**src/rtl/core/fh64_pkg.sv**
```systemverilog
// ----------------------------------------------------------------------------
// fh64_pkg
// Constants, item type, sequencer states and mixing helpers for fasthash64.
// ----------------------------------------------------------------------------
package fh64_pkg;

    localparam logic [63:0] FH_M       = 64'h8803_55f2_1e6d_1965;
    localparam logic [63:0] FH_MIXK    = 64'h2127_599b_f432_5c37;
    localparam logic [63:0] SEED_RESET = 64'd42;

    localparam int unsigned WORD_W  = 64;
    localparam int unsigned COUNT_W = 4;
    localparam int unsigned LEN_W   = 32;
    localparam int unsigned TDATA_W = 104;   // 64 + 4 + 32, padded to bytes

    localparam logic [COUNT_W-1:0] FULL_COUNT = 4'd8;

    // One classified word, as queued between front and back
    typedef struct packed {
        logic [WORD_W-1:0] pre;       // masked word, first xor-shift done
        logic [LEN_W-1:0]  msg_len;
        logic              first;
        logic              absorb;    // nonzero byte count
        logic              last;
    } item_t;

    typedef enum logic [2:0] {
        ST_IDLE,
        ST_DISPATCH,
        ST_LEN,
        ST_WORD,
        ST_HASH,
        ST_FIN,
        ST_EMIT
    } fsm_state_t;

    // First half of mix: x ^ (x >> 23)
    function automatic logic [63:0] mix_pre(input logic [63:0] x);
        return x ^ (x >> 23);
    endfunction

    // Last half of mix: x ^ (x >> 47)
    function automatic logic [63:0] mix_post(input logic [63:0] x);
        return x ^ (x >> 47);
    endfunction

    // Keep the low bytes named by the count; counts above eight keep all
    function automatic logic [63:0] byte_mask(input logic [COUNT_W-1:0] cnt);
        logic [63:0] m;
        m = '0;
        for (int i = 0; i < 8; i++)
        begin
            if (cnt > COUNT_W'(i))
            begin
                m[8*i +: 8] = 8'hff;
            end
        end
        return m;
    endfunction

endpackage

```
**src/rtl/core/fh64_front.sv**
```systemverilog
// ----------------------------------------------------------------------------
// fh64_front
// Accepts input transactions, unpacks and classifies them for the queue.
// ----------------------------------------------------------------------------
module fh64_front (
    input  logic                         s_axis_tvalid,
    output logic                         s_axis_tready,
    input  logic [fh64_pkg::TDATA_W-1:0] s_axis_tdata,
    input  logic                         s_axis_tuser,
    input  logic                         s_axis_tlast,
    input  logic                         queue_full,
    output logic                         push,
    output fh64_pkg::item_t              push_item
);
    import fh64_pkg::*;

    logic [WORD_W-1:0]  data_word;
    logic [COUNT_W-1:0] byte_count;
    logic [LEN_W-1:0]   message_length;
    logic [WORD_W-1:0]  masked;

    assign data_word      = s_axis_tdata[WORD_W-1:0];
    assign byte_count     = s_axis_tdata[WORD_W +: COUNT_W];
    assign message_length = s_axis_tdata[WORD_W+COUNT_W +: LEN_W];

    assign masked = data_word & byte_mask(byte_count);

    assign s_axis_tready = !queue_full;
    assign push          = s_axis_tvalid && !queue_full;

    always_comb
    begin
        push_item.pre     = mix_pre(masked);
        push_item.msg_len = message_length;
        push_item.first   = s_axis_tuser;
        push_item.absorb  = (byte_count != '0);
        push_item.last    = s_axis_tlast;
    end

endmodule

```
**src/rtl/core/fh64_queue.sv**
```systemverilog
// ----------------------------------------------------------------------------
// fh64_queue
// Small FIFO of classified items between front and back.
// ----------------------------------------------------------------------------
module fh64_queue #(
    parameter int unsigned DEPTH = 2
) (
    input  logic            clk,
    input  logic            rst_n,
    input  logic            push,
    input  fh64_pkg::item_t push_item,
    input  logic            pop,
    output fh64_pkg::item_t head_item,
    output logic            full,
    output logic            empty
);
    import fh64_pkg::*;

    localparam int unsigned PW = (DEPTH > 1) ? $clog2(DEPTH) : 1;
    localparam int unsigned CW = $clog2(DEPTH + 1);

    item_t         slots [DEPTH];
    logic [PW-1:0] wr_ptr_reg, wr_ptr_next;
    logic [PW-1:0] rd_ptr_reg, rd_ptr_next;
    logic [CW-1:0] count_reg, count_next;

    assign full      = (count_reg == CW'(DEPTH));
    assign empty     = (count_reg == '0);
    assign head_item = slots[rd_ptr_reg];

    always_comb
    begin
        wr_ptr_next = wr_ptr_reg;
        rd_ptr_next = rd_ptr_reg;
        count_next  = count_reg;
        if (push)
        begin
            wr_ptr_next = (wr_ptr_reg == PW'(DEPTH - 1)) ? '0 : wr_ptr_reg + 1'b1;
        end
        if (pop)
        begin
            rd_ptr_next = (rd_ptr_reg == PW'(DEPTH - 1)) ? '0 : rd_ptr_reg + 1'b1;
        end
        if (push && !pop)
        begin
            count_next = count_reg + 1'b1;
        end
        else if (pop && !push)
        begin
            count_next = count_reg - 1'b1;
        end
    end

    always_ff @(posedge clk or negedge rst_n)
    begin
        if (!rst_n)
        begin
            wr_ptr_reg <= '0;
            rd_ptr_reg <= '0;
            count_reg  <= '0;
        end
        else
        begin
            wr_ptr_reg <= wr_ptr_next;
            rd_ptr_reg <= rd_ptr_next;
            count_reg  <= count_next;
        end
    end

    always_ff @(posedge clk)
    begin
        if (push)
        begin
            slots[wr_ptr_reg] <= push_item;
        end
    end

endmodule

```
**src/rtl/core/fh64_mul.sv**
```systemverilog
// ----------------------------------------------------------------------------
// fh64_mul
// Two-stage 64x64 multiplier, low 64 bits, from three 32x32 partials.
// ----------------------------------------------------------------------------
module fh64_mul (
    input  logic        clk,
    input  logic        rst_n,
    input  logic        start,
    input  logic [63:0] a,
    input  logic [63:0] b,
    output logic        done,
    output logic [63:0] p
);
    logic [63:0] pl_reg, pl_next;
    logic [31:0] pa_reg, pa_next;
    logic [31:0] pb_reg, pb_next;
    logic [63:0] p_reg, p_next;
    logic        v1_reg, v2_reg;

    assign pl_next = a[31:0] * b[31:0];
    assign pa_next = a[63:32] * b[31:0];
    assign pb_next = a[31:0] * b[63:32];
    assign p_next  = pl_reg + {pa_reg + pb_reg, 32'b0};

    assign done = v2_reg;
    assign p    = p_reg;

    always_ff @(posedge clk or negedge rst_n)
    begin
        if (!rst_n)
        begin
            v1_reg <= 1'b0;
            v2_reg <= 1'b0;
        end
        else
        begin
            v1_reg <= start;
            v2_reg <= v1_reg;
        end
    end

    always_ff @(posedge clk)
    begin
        if (start)
        begin
            pl_reg <= pl_next;
            pa_reg <= pa_next;
            pb_reg <= pb_next;
        end
        if (v1_reg)
        begin
            p_reg <= p_next;
        end
    end

endmodule

```
**src/rtl/core/fh64_back.sv**
```systemverilog
// ----------------------------------------------------------------------------
// fh64_back
// Sequencer: seeds, absorbs and finalises the running hash, one item at a time.
// ----------------------------------------------------------------------------
module fh64_back (
    input  logic            clk,
    input  logic            rst_n,
    input  logic            cfg_wr_en,
    input  logic [63:0]     cfg_wr_data,
    input  logic            queue_empty,
    input  fh64_pkg::item_t head_item,
    output logic            pop,
    output logic            m_axis_tvalid,
    input  logic            m_axis_tready,
    output logic [63:0]     m_axis_tdata
);
    import fh64_pkg::*;

    fsm_state_t  state_reg, state_next;
    item_t       cur_reg, cur_next;
    logic [63:0] hash_reg, hash_next;
    logic [63:0] res_reg, res_next;
    logic [63:0] seed_reg;
    logic        out_valid_reg, out_valid_next;
    logic [63:0] out_data_reg, out_data_next;

    logic        mul_start;
    logic [63:0] mul_a, mul_b;
    logic        mul_done;
    logic [63:0] mul_p;

    fh64_mul u_mul (
        .clk   (clk),
        .rst_n (rst_n),
        .start (mul_start),
        .a     (mul_a),
        .b     (mul_b),
        .done  (mul_done),
        .p     (mul_p)
    );

    assign m_axis_tvalid = out_valid_reg;
    assign m_axis_tdata  = out_data_reg;

    always_comb
    begin
        state_next     = state_reg;
        cur_next       = cur_reg;
        hash_next      = hash_reg;
        res_next       = res_reg;
        out_valid_next = out_valid_reg && !m_axis_tready;
        out_data_next  = out_data_reg;
        pop            = 1'b0;
        mul_start      = 1'b0;
        mul_a          = mix_pre(hash_reg);
        mul_b          = FH_MIXK;

        case (state_reg)
            ST_IDLE:
            begin
                if (!queue_empty)
                begin
                    pop        = 1'b1;
                    cur_next   = head_item;
                    state_next = ST_DISPATCH;
                end
            end
            ST_DISPATCH:
            begin
                if (cur_reg.first)
                begin
                    mul_start  = 1'b1;
                    mul_a      = {32'b0, cur_reg.msg_len};
                    mul_b      = FH_M;
                    state_next = ST_LEN;
                end
                else if (cur_reg.absorb)
                begin
                    mul_start  = 1'b1;
                    mul_a      = cur_reg.pre;
                    mul_b      = FH_MIXK;
                    state_next = ST_WORD;
                end
                else if (cur_reg.last)
                begin
                    mul_start  = 1'b1;
                    mul_a      = mix_pre(hash_reg);
                    mul_b      = FH_MIXK;
                    state_next = ST_FIN;
                end
                else
                begin
                    state_next = ST_IDLE;
                end
            end
            ST_LEN:
            begin
                if (mul_done)
                begin
                    hash_next     = seed_reg ^ mul_p;
                    cur_next.first = 1'b0;
                    state_next    = ST_DISPATCH;
                end
            end
            ST_WORD:
            begin
                if (mul_done)
                begin
                    mul_start  = 1'b1;
                    mul_a      = hash_reg ^ mix_post(mul_p);
                    mul_b      = FH_M;
                    state_next = ST_HASH;
                end
            end
            ST_HASH:
            begin
                if (mul_done)
                begin
                    hash_next       = mul_p;
                    cur_next.absorb = 1'b0;
                    state_next      = ST_DISPATCH;
                end
            end
            ST_FIN:
            begin
                if (mul_done)
                begin
                    res_next   = mix_post(mul_p);
                    state_next = ST_EMIT;
                end
            end
            ST_EMIT:
            begin
                if (!out_valid_reg || m_axis_tready)
                begin
                    out_valid_next = 1'b1;
                    out_data_next  = res_reg;
                    state_next     = ST_IDLE;
                end
            end
            default:
            begin
                state_next = ST_IDLE;
            end
        endcase
    end

    always_ff @(posedge clk or negedge rst_n)
    begin
        if (!rst_n)
        begin
            state_reg     <= ST_IDLE;
            hash_reg      <= '0;
            seed_reg      <= SEED_RESET;
            out_valid_reg <= 1'b0;
        end
        else
        begin
            state_reg     <= state_next;
            hash_reg      <= hash_next;
            out_valid_reg <= out_valid_next;
            if (cfg_wr_en)
            begin
                seed_reg <= cfg_wr_data;
            end
        end
    end

    always_ff @(posedge clk)
    begin
        cur_reg      <= cur_next;
        res_reg      <= res_next;
        out_data_reg <= out_data_next;
    end

endmodule

```
**src/rtl/core/fasthash64_stream.sv**
```systemverilog
// ----------------------------------------------------------------------------
// fasthash64_stream
// Streaming fasthash64 over little-endian 64-bit message words.
// ----------------------------------------------------------------------------
// A message enters as one transaction per 64-bit word; the word flagged on
// tuser opens it and seeds the hash with seed ^ (length * m), the word
// flagged on tlast closes it and yields exactly one output transaction with
// the 64-bit hash. Items are handled one at a time by a sequencer that runs
// every 64-bit product through one shared two-stage multiplier: an opening
// word adds one product for the length, a word with a nonzero count two,
// a closing word one more for the finaliser, and an empty word none.
// A small queue in front of the sequencer lets the source run ahead by
// QUEUE_DEPTH items, and the output register lets the next item proceed
// while a finished hash waits to be taken. The seed may only be written
// while the block is idle; it resets to 42.
// ----------------------------------------------------------------------------
module fasthash64_stream #(
    parameter int unsigned QUEUE_DEPTH = 2
) (
    input  logic                         clk,
    input  logic                         rst_n,

    // Seed register write
    input  logic                         cfg_wr_en,
    input  logic [63:0]                  cfg_wr_data,

    // Input words
    input  logic                         s_axis_tvalid,
    output logic                         s_axis_tready,
    // [63:0] data_word, [67:64] byte_count, [99:68] message_length, pad zero
    input  logic [fh64_pkg::TDATA_W-1:0] s_axis_tdata,
    // [0] first_word
    input  logic                         s_axis_tuser,
    // last_word
    input  logic                         s_axis_tlast,

    // Hash results
    output logic                         m_axis_tvalid,
    input  logic                         m_axis_tready,
    // [63:0] hash_value
    output logic [63:0]                  m_axis_tdata
);
    import fh64_pkg::*;

    logic  queue_full;
    logic  queue_empty;
    logic  push;
    logic  pop;
    item_t push_item;
    item_t head_item;

    // Front: unpack, clamp and mask, pre-shift the word
    fh64_front u_front (
        .s_axis_tvalid (s_axis_tvalid),
        .s_axis_tready (s_axis_tready),
        .s_axis_tdata  (s_axis_tdata),
        .s_axis_tuser  (s_axis_tuser),
        .s_axis_tlast  (s_axis_tlast),
        .queue_full    (queue_full),
        .push          (push),
        .push_item     (push_item)
    );

    // Decoupling queue
    fh64_queue #(
        .DEPTH (QUEUE_DEPTH)
    ) u_queue (
        .clk       (clk),
        .rst_n     (rst_n),
        .push      (push),
        .push_item (push_item),
        .pop       (pop),
        .head_item (head_item),
        .full      (queue_full),
        .empty     (queue_empty)
    );

    // Back: hash recurrence, finalisation and output register
    fh64_back u_back (
        .clk           (clk),
        .rst_n         (rst_n),
        .cfg_wr_en     (cfg_wr_en),
        .cfg_wr_data   (cfg_wr_data),
        .queue_empty   (queue_empty),
        .head_item     (head_item),
        .pop           (pop),
        .m_axis_tvalid (m_axis_tvalid),
        .m_axis_tready (m_axis_tready),
        .m_axis_tdata  (m_axis_tdata)
    );

endmodule

```
**config.mk**
```make
export PLATFORM = sky130hd
export DESIGN_NAME = fasthash64_stream
export DESIGN_NICKNAME = d
export VERILOG_FILES = /design/src/rtl/core/fh64_pkg.sv /design/src/rtl/core/fh64_front.sv /design/src/rtl/core/fh64_queue.sv /design/src/rtl/core/fh64_mul.sv /design/src/rtl/core/fh64_back.sv /design/src/rtl/core/fasthash64_stream.sv
export SDC_FILE = /design/constraint.sdc
export NUM_CORES = 2
export LEC_CHECK = 0
export ABC_AREA = 1
export BUFFER_PORTS_ARGS = -buffer_cell sky130_fd_sc_hd__buf_2
export CAP_MARGIN = 20
export CORE_MARGIN = 8
export CORE_UTILIZATION = 64
export CTS_BUF_LIST = sky130_fd_sc_hd__clkbuf_8
export DETAILED_ROUTE_END_ITERATION = 12
export GPL_TIMING_DRIVEN = 0
export PLACE_DENSITY = 0.83
export SLEW_MARGIN = 20
export SYNTH_ARGS = -nofsm -noshare
export SYNTH_HDL_FRONTEND = slang
export SYNTH_SLANG_ARGS = --single-unit
```
**constraint.sdc**
```tcl
create_clock -name clk -period 31.8 [get_ports clk]
set_input_delay 3.18 -clock clk [delete_from_list [all_inputs] [get_ports clk]]
set_output_delay 3.18 -clock clk [all_outputs]
set_load 0.005 [all_outputs]
```
==> results_dict.tcl <==
set metrics [dict create \
    gp_congestion 1.06 \
    skew_ns 0.0827 \
    via_count 59557 \
    overflow 0 \
    drc_errors 0 \
    die_area_sq_um 138000 \
    hold_path_class "register to register" \
    start_util_pct 64.4 \
    crit_fanout 11 \
    r2r_start "u_back.state_reg[2]$_DFFE_PN0P_" \
    cts_root_buf "clkbuf_8" \
    max_cap_violations 0 \
    synthesis.area_sq_um 80700 \
    ys_seq_area_share_pct 27.2 \
    setup.worst_path.end "u_back.u_mul.pl_reg[61]$_DFFE_PP_" \
    setup_tns_ns 0 \
    synthTopCellsByCount "inv_1, fa_1, nand2_1, ha_1, edfxtp_1" \
    slew_viol_final 0 \
    die_w_microns 371 \
    layoutNonFillerInstCount 10113 \
    fillers 9309 \
    critPathCaptureType "register" \
    rsz0062_at_grt "false" \
    postCtsSetupRepairBufs 0 \
    path_common_cell "fa_1" \
    syn_to_final_growth_pct 8.88 \
    ctsHtreeMaxLevel 4 \
    relSlewSlack_pct 12.7 \
    path_class "register to register" \
    routedWlPerCell_microns 28.2 \
    worst_pin_slew_ns 1.31 \
    clock.fmax_mhz 76.5 \
    grt_pass1_vias 62386 \
    detail-route-antenna-nets 0 \
    cts_tree "built" \
    wl_mm 286 \
    r2r_cells 35 \
    outcome "finished, final reports clean" \
    place.detailed.hpwl_mm 242 \
    postCtsResizedCells 0 \
    cts_buffer_depth 3 \
    insertion_delay_ns 0.88 \
    ys.flop_type "edfxtp_1" \
    nNetsFinal 10634 \
    synth_warnings 0 \
    cp.arrival_ns 13.64 \
    yosysTopAreaCell "fa_1" \
    largest_reg_flops 198 \
    yosysMostFrequentCell "inv_1" \
    core_sq_um 125000 \
    viasPerCell 5.89 \
    synth_edf_count 617 \
    seqCellArea_sq_um 22000 \
    startpoint_type "register" \
    clkTransAtPathRegs_ns 0.06 \
    multi_input_area_sq_um 50900 \
    worst_r2r_endpoint "u_back.u_mul.pl_reg[61]$_DFFE_PP_" \
    grt_pass1_wl_mm 410 \
    period_minus_slack_ns 13.08 \
    antenna_found_initial 16 \
    die_h_microns 371 \
    cts_buffers 130 \
    synthCells 7900 \
    dp.cells 9871 \
    ys_seq_elements 755 \
    startpoint "u_back.state_reg[2]$_DFFE_PN0P_" \
    portBuffers 235 \
    grt_usage_pct 41.9 \
    drt_iter0_drc 6876 \
    final-setup-viol-count 0 \
    cp_slowest_cell "buf_1" \
    grt_max_degree 85 \
    final_hold_viol_count 0 \
    required_ns 32.36 \
    async_flop_share_pct 18.3 \
    synth_top_area_share_pct 29.6 \
    regToRegSetupSlack_ns 18.72 \
    syn-mean-instance-area_sq_um 10.2 \
    synth.top_cells.by_area "fa_1, edfxtp_1, ha_1" \
    num_io_pins 241 \
    synth.distinct_cells 63 \
    num_rows 130 \
    critPathMaxStageDelay_ns 1.01 \
    firstDrtPassIters 9 \
    finalCritPeriodShare_pct 41.1 \
    cts_hold_buffers 0 \
    layout-drive-gt1-share_pct 8.48 \
    cts_sinks 755 \
]
## final cells by class
cell class / count / area share, %
plain buffers: 89 / 0.463
repair buffers: 300 / 2.48
inverters: 2057 / 8.78
multi-input cells: 5022 / 57.9
flip-flops and latches: 755 / 25.0
clock inverters: 86 / 0.683
well taps: 1650 / 2.35
clock buffers: 145 / 2.27
diodes: 9 / 0.0256
## worst min-delay path by stage
stage / from / endpoint / cells after the start
after floorplan: u_back.res_reg[0]$_DFFE_PP_ / u_back.m_axis_tdata[0]$_DFFE_PP_ / 0
after global placement: u_back.res_reg[3]$_DFFE_PP_ / u_back.m_axis_tdata[3]$_DFFE_PP_ / 0
after detailed placement: u_back.res_reg[40]$_DFFE_PP_ / u_back.m_axis_tdata[40]$_DFFE_PP_ / 0
after CTS: u_back.u_mul.pl_reg[17]$_DFFE_PP_ / u_back.u_mul.p[17]$_DFFE_PP_ / 0
after global routing: u_back.u_mul.pl_reg[17]$_DFFE_PP_ / u_back.u_mul.p[17]$_DFFE_PP_ / 0
final: u_back.res_reg[41]$_DFFE_PP_ / u_back.m_axis_tdata[41]$_DFFE_PP_ / 0
## logic make-up after synthesis
group	share of synthesized area, %
flops	27.2
buf+inv	10.1
mux	1.14
compound gates	4.63
fa+ha+maj	43.7
simple gates	8.96
other cells	0.00930
xor+xnor	4.27
## through the flow
step	area [sq um]	setup WS, ns	hold slack (ns)	utilization, %
after CTS	87900	19.31	0.373	70.1
after floorplan	80800	20.90	0.400	-
after global routing	87900	18.62	0.397	70.1
after detailed placement	85300	19.37	0.405	68.0
final	87900	18.72	0.384	70.1
after global placement	84100	16.30	0.401	67.0
## placed cells by master, fill, tap and decap left out, types with 32 or more instances in the layout
cell,netlist,layout
edfxtp_1,617,617
clkbuf_1,59,57
buf_2,15,259
fa_1,1193,1193
nand3_1,156,155
a21oi_1,251,250
xor2_1,254,254
dfrtp_1,135,134
nor3_1,32,32
nor2_1,295,273
o21ai_0,214,204
mux2_2,82,82
inv_1,2035,2063
ha_1,911,911
a31oi_1,40,40
xnor2_1,140,140
nand4_1,32,32
nand2_1,1172,1172
clkbuf_8,0,146
## per-layer routing
metal  track usage, %  wire length (microns)  up-vias
met5                0                     61        -
met4             26.6                  22900        8
met3             12.6                  34500      877
met2             63.9                 125000     3767
met1             52.4                 103000    29501
li1                 -                      -    25404
## critical path: cells and delay by family (launching register included)
family	cells	cell delay (ns)
AND/OR/NAND/NOR	11	3.14
flip-flops	1	0.48
AO/OA/AOI/OAI	4	1.08
buffers and inverters	10	3.12
adder cells (fa/ha/maj)	9	4.36
XOR/XNOR	1	0.53
Power is not shown: default switching activity piles up to over one toggle a cycle in this logic, so the estimate is an artifact.
